[config.mk]
export PLATFORM = sky130hd
export DESIGN_NAME = first_fit_contiguous_block_allocator
export DESIGN_NICKNAME = d
export VERILOG_FILES = /design/src/design/ffcba_pkg.sv /design/src/design/ffcba_div.sv /design/src/design/ffcba_scan.sv /design/src/design/first_fit_contiguous_block_allocator.sv
export SDC_FILE = /design/constraint.sdc
export NUM_CORES = 2
export LEC_CHECK = 0
export ABC_AREA = 1
export ABC_CLOCK_PERIOD_IN_PS = 24800
export BUFFER_PORTS_ARGS = -buffer_cell sky130_fd_sc_hd__buf_4
export CAP_MARGIN = 20
export CORE_AREA = 2 2 431 433
export CTS_CLUSTER_SIZE = 16
export DETAILED_ROUTE_END_ITERATION = 8
export DIE_AREA = 0 0 433 435
export MAX_ROUTING_LAYER = met4
export PLACE_DENSITY = 0.55
export RECOVER_POWER = 25
export SYNTH_ARGS = -nofsm -noshare
export SYNTH_HDL_FRONTEND = slang
export SYNTH_SLANG_ARGS = --single-unit
[constraint.sdc]
create_clock -name i_clk -period 24.8 [get_ports i_clk]
set_clock_uncertainty 0.2 [all_clocks]
set_input_delay 7.44 -clock i_clk [delete_from_list [all_inputs] [get_ports i_clk]]
set_output_delay 7.44 -clock i_clk [all_outputs]
set_load 0.005 [all_outputs]
[src/design/ffcba_pkg.sv]
// ffcba_pkg: shared types and constants of the first-fit block allocator
// no dependencies; imported by every module of the block

package ffcba_pkg;

    localparam int SIZE_W  = 24;   // byte_size
    localparam int BB_W    = 13;   // block_bytes
    localparam int DBC_W   = 11;   // data_block_count
    localparam int DIR_W   = 10;   // current_directory, parent_entry
    localparam int ENTRY_W = 11;   // entry counter
    localparam int ID_W    = 10;   // entry_id
    localparam int FIRST_W = 11;   // first_block
    localparam int TOTAL_W = 12;   // block_total
    localparam int FREE_W  = 11;   // free_left
    localparam int PADDR_W = 4;
    localparam int PDATA_W = 32;

    // divider: dividend is byte_size + block_bytes - 1
    localparam int DVD_W  = SIZE_W + 1;
    localparam int DVS_W  = BB_W;
    localparam int QCNT_W = $clog2(DVD_W);

    typedef enum logic [1:0] {
        ST_CREATED    = 2'd0,
        ST_NO_SPACE   = 2'd1,
        ST_TABLE_FULL = 2'd2
    } t_status;

    localparam logic [1:0] REG_BLOCK_BYTES = 2'd0;
    localparam logic [1:0] REG_DATA_BLOCKS = 2'd1;
    localparam logic [1:0] REG_CUR_DIR     = 2'd2;

    typedef struct packed {
        logic scan;
        logic mark;
    } t_eng_req;

    typedef struct packed {
        logic ready;
        logic done;
        logic found;
    } t_eng_rsp;

endpackage

[src/design/ffcba_div.sv]
// ffcba_div: restoring divider, one quotient bit per cycle
// depends on ffcba_pkg

module ffcba_div import ffcba_pkg::*; (
    input  logic             i_clk,
    input  logic             i_rst_n,
    input  logic             i_start,
    input  logic [DVD_W-1:0] i_dividend,
    input  logic [DVS_W-1:0] i_divisor,
    output logic             o_done,
    output logic [DVD_W-1:0] o_quot
);

    logic              r_busy;
    logic              r_done;
    logic [QCNT_W-1:0] r_cnt;
    logic [DVS_W-1:0]  r_rem;
    logic [DVD_W-1:0]  r_quot;
    logic [DVS_W-1:0]  r_dvs;

    logic [DVS_W:0]    w_shift;
    logic [DVS_W:0]    w_diff;
    logic              w_ge;

    always_comb begin
        w_shift = {r_rem, r_quot[DVD_W-1]};
        w_diff  = w_shift - {1'b0, r_dvs};
        w_ge    = (w_shift >= {1'b0, r_dvs});
    end

    always_ff @(posedge i_clk) begin
        if (!i_rst_n) begin
            r_busy <= 1'b0;
            r_done <= 1'b0;
            r_cnt  <= '0;
        end else begin
            r_done <= 1'b0;
            if (i_start) begin
                r_busy <= 1'b1;
                r_cnt  <= '0;
                r_rem  <= '0;
                r_quot <= i_dividend;
                r_dvs  <= i_divisor;
            end else if (r_busy) begin
                r_rem  <= w_ge ? w_diff[DVS_W-1:0] : w_shift[DVS_W-1:0];
                r_quot <= {r_quot[DVD_W-2:0], w_ge};
                r_cnt  <= r_cnt + 1'b1;
                if (r_cnt == QCNT_W'(DVD_W - 1)) begin
                    r_busy <= 1'b0;
                    r_done <= 1'b1;
                end
            end
        end
    end

    assign o_done = r_done;
    assign o_quot = r_quot;

endmodule

[src/design/ffcba_scan.sv]
// ffcba_scan: block used map memory with clear pass, first-fit scan and run marking
// depends on ffcba_pkg

module ffcba_scan import ffcba_pkg::*; #(
    parameter int MAX_BLOCKS = 1024
) (
    input  logic                             i_clk,
    input  logic                             i_rst_n,
    input  t_eng_req                         i_req,
    input  logic [$clog2(MAX_BLOCKS+1)-1:0]  i_need,
    input  logic [$clog2(MAX_BLOCKS+1)-1:0]  i_limit,
    output t_eng_rsp                         o_rsp,
    output logic [$clog2(MAX_BLOCKS)-1:0]    o_start
);

    localparam int AW = $clog2(MAX_BLOCKS);
    localparam int CW = $clog2(MAX_BLOCKS + 1);

    typedef enum logic [1:0] {E_CLEAR, E_IDLE, E_SCAN, E_MARK} t_state;

    t_state          r_state;
    logic            r_map [MAX_BLOCKS];
    logic            r_q;
    logic [CW-1:0]   r_ia;
    logic            r_pv;
    logic [AW-1:0]   r_pi;
    logic [CW-1:0]   r_run;
    logic [CW-1:0]   r_need;
    logic [CW-1:0]   r_limit;
    logic [AW-1:0]   r_start;
    logic [AW-1:0]   r_wa;
    logic [CW-1:0]   r_cnt;
    logic            r_done;
    logic            r_found;

    logic            w_we;
    logic            w_wd;
    logic [CW-1:0]   w_run_inc;
    logic [CW-1:0]   w_start;
    logic            w_hit;
    logic            w_last;

    always_comb begin
        w_we      = (r_state == E_CLEAR) || (r_state == E_MARK);
        w_wd      = (r_state == E_MARK);
        w_run_inc = r_run + 1'b1;
        w_start   = CW'(r_pi) + 1'b1 - r_need;
        w_hit     = r_pv && !r_q && (w_run_inc == r_need);
        w_last    = r_pv && (CW'(r_pi) == r_limit - 1'b1);
    end

    // map memory: up to one write and one read per cycle
    always_ff @(posedge i_clk) begin
        if (w_we) begin
            r_map[r_wa] <= w_wd;
        end
        r_q <= r_map[r_ia[AW-1:0]];
    end

    always_ff @(posedge i_clk) begin
        if (!i_rst_n) begin
            r_state <= E_CLEAR;
            r_wa    <= '0;
            r_ia    <= '0;
            r_pv    <= 1'b0;
            r_done  <= 1'b0;
            r_found <= 1'b0;
        end else begin
            r_done <= 1'b0;
            unique case (r_state)
                E_CLEAR: begin
                    r_wa <= r_wa + 1'b1;
                    if (r_wa == AW'(MAX_BLOCKS - 1)) begin
                        r_state <= E_IDLE;
                    end
                end
                E_IDLE: begin
                    if (i_req.scan) begin
                        r_need  <= i_need;
                        r_limit <= i_limit;
                        r_ia    <= '0;
                        r_pv    <= 1'b0;
                        r_run   <= '0;
                        r_state <= E_SCAN;
                    end else if (i_req.mark) begin
                        r_wa    <= r_start;
                        r_cnt   <= r_need;
                        r_state <= E_MARK;
                    end
                end
                E_SCAN: begin
                    // read issue runs ahead of the run check, which uses the registered map read
                    if (r_pv) begin
                        r_run <= r_q ? '0 : w_run_inc;
                    end
                    if (w_hit || w_last) begin
                        r_start <= w_start[AW-1:0];
                        r_found <= w_hit;
                        r_done  <= 1'b1;
                        r_pv    <= 1'b0;
                        r_state <= E_IDLE;
                    end else if (r_ia < r_limit) begin
                        r_ia <= r_ia + 1'b1;
                        r_pv <= 1'b1;
                        r_pi <= r_ia[AW-1:0];
                    end else begin
                        r_pv <= 1'b0;
                    end
                end
                E_MARK: begin
                    r_wa  <= r_wa + 1'b1;
                    r_cnt <= r_cnt - 1'b1;
                    if (r_cnt == CW'(1)) begin
                        r_done  <= 1'b1;
                        r_state <= E_IDLE;
                    end
                end
                default: r_state <= E_IDLE;
            endcase
        end
    end

    always_comb begin
        o_rsp.ready = (r_state == E_IDLE);
        o_rsp.done  = r_done;
        o_rsp.found = r_found;
        o_start     = r_start;
    end

endmodule

[src/design/first_fit_contiguous_block_allocator.sv]
// first_fit_contiguous_block_allocator: top level, config registers, request sequencer
// depends on ffcba_pkg, ffcba_div, ffcba_scan
//
// channel   direction  handshake              payload
// s_*       in         s_tvalid / s_tready    tuser: kind; tdata: byte_size
// m_*       out        m_tvalid / m_tready    tuser: status; tdata: record fields
// apb       in         psel, penable, pwrite  block_bytes, data_block_count, current_directory
//
// folder: a result without divide or map work; file: divide, then first-fit scan over up to n blocks,
// n the active data blocks (one map read per cycle while scanning), then one map write per marked block
// reset starts a clear pass over the MAX_BLOCKS map entries; s_tready is low during it
// one request at a time; the next is taken while a result still waits on m_*

module first_fit_contiguous_block_allocator import ffcba_pkg::*; #(
    parameter int MAX_BLOCKS = 1024
) (
    input  logic               i_clk,
    input  logic               i_rst_n,
    input  logic               s_tvalid,
    output logic               s_tready,
    input  logic [23:0]        s_tdata,   // byte_size[23:0]
    input  logic [0:0]         s_tuser,   // kind[0]
    output logic               m_tvalid,
    input  logic               m_tready,
    output logic [55:0]        m_tdata,   // entry_id, first_block, block_total, parent_entry, free_left, pad
    output logic [1:0]         m_tuser,   // status[1:0]
    input  logic               psel,
    input  logic               penable,
    input  logic               pwrite,
    input  logic [PADDR_W-1:0] paddr,
    input  logic [PDATA_W-1:0] pwdata,
    output logic [PDATA_W-1:0] prdata,
    output logic               pready
);

    localparam int AW = $clog2(MAX_BLOCKS);
    localparam int CW = $clog2(MAX_BLOCKS + 1);

    typedef enum logic [2:0] {S_IDLE, S_DIV, S_SCAN, S_MARK, S_DONE} t_state;

    t_state               r_state;
    logic [BB_W-1:0]      r_block_bytes;
    logic [DBC_W-1:0]     r_data_blocks;
    logic [DIR_W-1:0]     r_cur_dir;
    logic [CW-1:0]        r_used;
    logic [ENTRY_W-1:0]   r_entry;
    logic [CW-1:0]        r_need;
    t_status              r_st;
    logic [ID_W-1:0]      r_id;
    logic [FIRST_W-1:0]   r_first;
    logic [TOTAL_W-1:0]   r_total;
    logic                 r_m_tvalid;
    logic [1:0]           r_m_tuser;
    logic [55:0]          r_m_tdata;

    logic                 w_cfg_wr;
    logic                 w_in_acc;
    logic [BB_W-1:0]      w_bb;
    logic [CW-1:0]        w_n;
    logic                 w_full;
    logic                 w_fits;
    logic [FREE_W-1:0]    w_free;
    logic                 w_out_free;
    logic                 w_div_start;
    logic [DVD_W-1:0]     w_dividend;
    logic                 w_div_done;
    logic [DVD_W-1:0]     w_quot;
    t_eng_req             w_eng_req;
    t_eng_rsp             w_eng_rsp;
    logic [AW-1:0]        w_eng_start;

    // configuration port
    assign pready   = 1'b1;
    assign w_cfg_wr = psel && penable && pwrite;

    always_ff @(posedge i_clk) begin
        if (!i_rst_n) begin
            r_block_bytes <= BB_W'(512);
            r_data_blocks <= DBC_W'(1024);
            r_cur_dir     <= '0;
        end else if (w_cfg_wr) begin
            unique case (paddr[3:2])
                REG_BLOCK_BYTES: r_block_bytes <= pwdata[BB_W-1:0];
                REG_DATA_BLOCKS: r_data_blocks <= pwdata[DBC_W-1:0];
                REG_CUR_DIR:     r_cur_dir     <= pwdata[DIR_W-1:0];
                default: ;
            endcase
        end
    end

    always_comb begin
        unique case (paddr[3:2])
            REG_BLOCK_BYTES: prdata = PDATA_W'(r_block_bytes);
            REG_DATA_BLOCKS: prdata = PDATA_W'(r_data_blocks);
            REG_CUR_DIR:     prdata = PDATA_W'(r_cur_dir);
            default:         prdata = '0;
        endcase
    end

    // request datapath
    always_comb begin
        w_in_acc    = s_tvalid && s_tready;
        w_bb        = (r_block_bytes == '0) ? BB_W'(1) : r_block_bytes;
        if (32'(r_data_blocks) > 32'(MAX_BLOCKS)) begin
            w_n = CW'(MAX_BLOCKS);
        end else begin
            w_n = CW'(r_data_blocks);
        end
        w_full      = 32'(r_entry) >= 32'(w_n);
        w_fits      = (w_quot != '0) && (w_quot <= DVD_W'(w_n));
        if (32'(w_n) > 32'(r_used)) begin
            w_free = FREE_W'(32'(w_n) - 32'(r_used));
        end else begin
            w_free = '0;
        end
        w_out_free  = !r_m_tvalid || m_tready;
        w_dividend  = DVD_W'(s_tdata) + DVD_W'(w_bb) - DVD_W'(1);
        w_div_start = w_in_acc && s_tuser[0];
        w_eng_req.scan = (r_state == S_DIV) && w_div_done && w_fits;
        w_eng_req.mark = (r_state == S_SCAN) && w_eng_rsp.done && w_eng_rsp.found && !w_full;
    end

    ffcba_div u_div (
        .i_clk      (i_clk),
        .i_rst_n    (i_rst_n),
        .i_start    (w_div_start),
        .i_dividend (w_dividend),
        .i_divisor  (w_bb),
        .o_done     (w_div_done),
        .o_quot     (w_quot)
    );

    ffcba_scan #(
        .MAX_BLOCKS (MAX_BLOCKS)
    ) u_scan (
        .i_clk   (i_clk),
        .i_rst_n (i_rst_n),
        .i_req   (w_eng_req),
        .i_need  (w_quot[CW-1:0]),
        .i_limit (w_n),
        .o_rsp   (w_eng_rsp),
        .o_start (w_eng_start)
    );

    always_ff @(posedge i_clk) begin
        if (!i_rst_n) begin
            r_state    <= S_IDLE;
            r_used     <= '0;
            r_entry    <= '0;
            r_m_tvalid <= 1'b0;
        end else begin
            if (m_tready) begin
                r_m_tvalid <= 1'b0;
            end
            unique case (r_state)
                S_IDLE: begin
                    if (w_in_acc) begin
                        r_id    <= '0;
                        r_first <= '1;
                        r_total <= '0;
                        if (s_tuser[0]) begin
                            r_state <= S_DIV;
                        end else begin
                            if (w_full) begin
                                r_st <= ST_TABLE_FULL;
                            end else begin
                                r_st    <= ST_CREATED;
                                r_id    <= r_entry[ID_W-1:0];
                                r_entry <= r_entry + 1'b1;
                                r_total <= '1;
                            end
                            r_state <= S_DONE;
                        end
                    end
                end
                S_DIV: begin
                    if (w_div_done) begin
                        r_need <= w_quot[CW-1:0];
                        if (w_fits) begin
                            r_state <= S_SCAN;
                        end else begin
                            r_st    <= ST_NO_SPACE;
                            r_state <= S_DONE;
                        end
                    end
                end
                S_SCAN: begin
                    if (w_eng_rsp.done) begin
                        if (!w_eng_rsp.found) begin
                            r_st    <= ST_NO_SPACE;
                            r_state <= S_DONE;
                        end else if (w_full) begin
                            r_st    <= ST_TABLE_FULL;
                            r_state <= S_DONE;
                        end else begin
                            r_first <= FIRST_W'(w_eng_start);
                            r_total <= TOTAL_W'(r_need);
                            r_state <= S_MARK;
                        end
                    end
                end
                S_MARK: begin
                    if (w_eng_rsp.done) begin
                        r_st    <= ST_CREATED;
                        r_id    <= r_entry[ID_W-1:0];
                        r_entry <= r_entry + 1'b1;
                        r_used  <= r_used + r_need;
                        r_state <= S_DONE;
                    end
                end
                S_DONE: begin
                    if (w_out_free) begin
                        r_m_tvalid <= 1'b1;
                        r_m_tuser  <= r_st;
                        r_m_tdata  <= {2'b00, w_free, r_cur_dir, r_total, r_first, r_id};
                        r_state    <= S_IDLE;
                    end
                end
                default: r_state <= S_IDLE;
            endcase
        end
    end

    assign s_tready = (r_state == S_IDLE) && w_eng_rsp.ready;
    assign m_tvalid = r_m_tvalid;
    assign m_tuser  = r_m_tuser;
    assign m_tdata  = r_m_tdata;

`ifndef ASSERT_OFF
    a_used_bound: assert property (@(posedge i_clk) disable iff (!i_rst_n)
        32'(r_used) <= 32'(MAX_BLOCKS))
        else $error("used block count beyond map size");

    a_entry_step: assert property (@(posedge i_clk) disable iff (!i_rst_n)
        (r_entry == $past(r_entry)) || (r_entry == $past(r_entry) + 1'b1))
        else $error("entry count moved by more than one");

    a_eng_done_state: assert property (@(posedge i_clk) disable iff (!i_rst_n)
        w_eng_rsp.done |-> ((r_state == S_SCAN) || (r_state == S_MARK)))
        else $error("map engine finished outside scan or mark");

    a_div_done_state: assert property (@(posedge i_clk) disable iff (!i_rst_n)
        w_div_done |-> (r_state == S_DIV))
        else $error("divider finished outside divide phase");

    a_out_load: assert property (@(posedge i_clk) disable iff (!i_rst_n)
        ((r_state == S_DONE) && w_out_free) |=> (m_tvalid && (r_state == S_IDLE)))
        else $error("finished result not presented");
`endif

endmodule
==> impl_metrics.env <==
export IMPL_outcome="finished, violations left"
export IMPL_violations="capacitance limit, slew limit"
export IMPL_post_synth_and_or_nand_nor_area_fraction=0.252
export IMPL_cp_max_fo=14
export IMPL_die_area_um2=188000
export IMPL_max_slew_margin=-5.29
export IMPL_fin_tns_setup_ps=0
export IMPL_num_vias=48000
export IMPL_crit_start="paddr[3]"
export IMPL_wl_met3_um=12700
export IMPL_rows=158
export IMPL_crit_path_end_kind="primary output"
export IMPL_drtIter0Drc=5413
export IMPL_synth_area_leaders="edfxtp_1, nand2_1, nor2_1, nand3_1, dfxtp_1"
export IMPL_vias_per_cell=5.18
export IMPL_synth_compound_area_frac=0.0424
export IMPL_htreeDepth=4
export IMPL_hold_viol=0
export IMPL_hold_class="flop to flop"
export IMPL_tightest_slew_ps=9440
export IMPL_cts_tree="built"
export IMPL_post_cts_buffers=0
export IMPL_post_place_ws_ps=8860
export IMPL_period_needed_ps=15940
export IMPL_ioPinCount=161
export IMPL_yosysMostFrequentCell="nand2_1"
export IMPL_hp_start="r_id[6]"
export IMPL_hold_end="m_tdata[6]"
export IMPL_dp_hpwl_um=99500
export IMPL_synth_seq_cells=1335
export IMPL_whs_path_depth=0
export IMPL_cts_made_buffers=147
export IMPL_p_leak_nw=24.6
export IMPL_yosys_top_cells_count="nand2_1, nor2_1, edfxtp_1"
export IMPL_drt_met1_wl_um=80800
export IMPL_critical_path_class="primary input to primary output"
export IMPL_required_ps=17160
export IMPL_clk_latency_ps=780
export IMPL_post_route_period_util=0.643
export IMPL_clock_fmax_mhz=62.7
export IMPL_die_h_um=435
export IMPL_cts_repair_resized=0
export IMPL_antenna_found_initial=2
export IMPL_root_buffer="clkbuf_16"
export IMPL_post_synth_top_area_cell="edfxtp_1"
export IMPL_grt_max_degree=257
export IMPL_netlist_area_um2=63900
export IMPL_cts_buffer_depth=3
export IMPL_syn_to_final_growth_pct=12.5
export IMPL_first_pass_iters=7
export IMPL_clk_pin_slew_ps=60
export IMPL_synth_xor_area_share=0.0101
export IMPL_route_detailed_drc=0
export IMPL_grt_pass1_vias=45400
export IMPL_max_cap_violations=11
export IMPL_fillerInstances=18300
export IMPL_regToRegEndpoint="u_scan.r_map[54]"
export IMPL_worst_slack_ps=8860
export IMPL_avgSynthCellArea_um2=9.44
export IMPL_synthMuxAreaShare=0
export IMPL_setup_violations_final=0
export IMPL_synth_flop_cell="edfxtp_1"
export IMPL_r2r_cells=3
export IMPL_top_layer="met4"
export IMPL_place_inst=8967
export IMPL_wl_per_cell_um=20.5
export IMPL_timing_rr_start="u_scan.r_state[0]"
export IMPL_ant_nets=0
export IMPL_grt_usage=0.203
export IMPL_port_buffer_count=117
export IMPL_final_layout_size_suffix_gt1_frac=0.0731
export IMPL_synthAdderAreaFrac=0.0280
export IMPL_final_util=0.390
export IMPL_arrival_ps=8300
export IMPL_worstSetupStartpointType="primary input"
export IMPL_coreArea_um2=184000
export IMPL_routed_wl_um=190000
export IMPL_ir_drop_v=0.0000499
export IMPL_synth_top_family_by_area="simple AND/OR/NAND/NOR gates"
export IMPL_synth_edf_count=1241
export IMPL_final_cells=9266
export IMPL_layout_nets=6871
export IMPL_wl_met2_um=91000
export IMPL_grt_pass1_wl_um=282000
export IMPL_totalPowerFinal_w=0.00463
export IMPL_rsz0062_at_grt="false"
export IMPL_syn_inst=6766
export IMPL_yosysUniqueCellTypes=56
export IMPL_yosysTopAreaCellShare=0.584
export IMPL_seqCellArea_um2=39200
export IMPL_hold_buffers=0
export IMPL_initial_core_util=0.347
export IMPL_reg2reg_slack_ps=13920
export IMPL_die_w_um=433
export IMPL_yosys_warnings=0
export IMPL_async_flop_share=0
export IMPL_gp_congestion=0.854
export IMPL_multiInputGateArea_um2=21500
export IMPL_drv_slew=890
export IMPL_power_density_nw_per_um2=64.4
export IMPL_cts_sinks=1335
export IMPL_ys_seq_area_frac=0.613
export IMPL_gr_total_overflow=0
[state kept, by name (all words and copies together), names as in the netlist, 12 cells and up]
register	count
r_block_bytes	13
u_div.r_dvs	13
r_total	12
u_scan.r_map	1024
m_tdata	54
u_div.r_rem	13
u_div.o_quot	25
[worst max-delay path by stage]
| stage | to | slack [ps] | cells past startpoint |
|---|---|---|---|
| 2_1_floorplan | u_scan.r_map[0] | 8350 | 1 |
| 5_1_grt | prdata[2] | 8740 | 7 |
| 3_3_place_gp | prdata[0] | 8830 | 5 |
| 3_5_place_dp | prdata[2] | 8860 | 7 |
| 4_1_cts | prdata[2] | 8850 | 7 |
| 6_report | prdata[0] | 8860 | 5 |
[layout by cell type, fill, tap and decap left out, types with 54 or more instances in the layout]
| master | instances |
|---|---|
| o21ai_0 | 161 |
| inv_1 | 328 |
| nand3_1 | 904 |
| clkbuf_1 | 54 |
| ha_1 | 135 |
| dfxtp_1 | 90 |
| clkbuf_16 | 153 |
| edfxtp_1 | 1241 |
| a21oi_1 | 221 |
| buf_4 | 179 |
| nor3_1 | 57 |
| nand2_1 | 1527 |
| nor2_1 | 1277 |
[worst max-delay path: stages]
cell and delay [ps]:
buf_4 120, nor2_1 90, inv_1 190, o221ai_1 300
buf_4 160
[metrics by stage]
step,hold slack [ps],cell area (um^2)
final,215,71800
after global routing,228,71800
after CTS,218,71300
after detailed placement,205,66700
after global placement,206,66700
after floorplan,200,63900
[cell families after synthesis]
group	after synthesis
AO/OA/AOI/OAI	489
other	2
adder cells (fa/ha/maj)	140
buffers and inverters	837
XOR/XNOR	72
flip-flops	1335
AND/OR/NAND/NOR	3891
[report_power, final]
group	total (W)	internal, W	switching [W]
clock network	0.00210	0.00119	0.000912
logic	0.0000970	0.0000295	0.0000675
registers	0.00243	0.00243	0.00000188
total	0.00463	0.00365	0.000981
[layout make-up]
cell class | instances | share of cell area
inverters | 341 | 0.0181
well taps | 2480 | 0.0432
repair buffers | 224 | 0.0304
clock inverters | 73 | 0.00753
diodes | 2 | 0.0000697
multi-input cells | 4614 | 0.300
flip-flops and latches | 1335 | 0.545
clock buffers | 197 | 0.0559
[layer usage]
metal / track usage / up-vias
li1: - / 22500
met2: 0.329 / 1620
met5: - / -
met3: 0.0271 / 312
met1: 0.263 / 23500
met4: 0.0620 / 0
No activity file was read; power rests on OpenSTA's default activity.
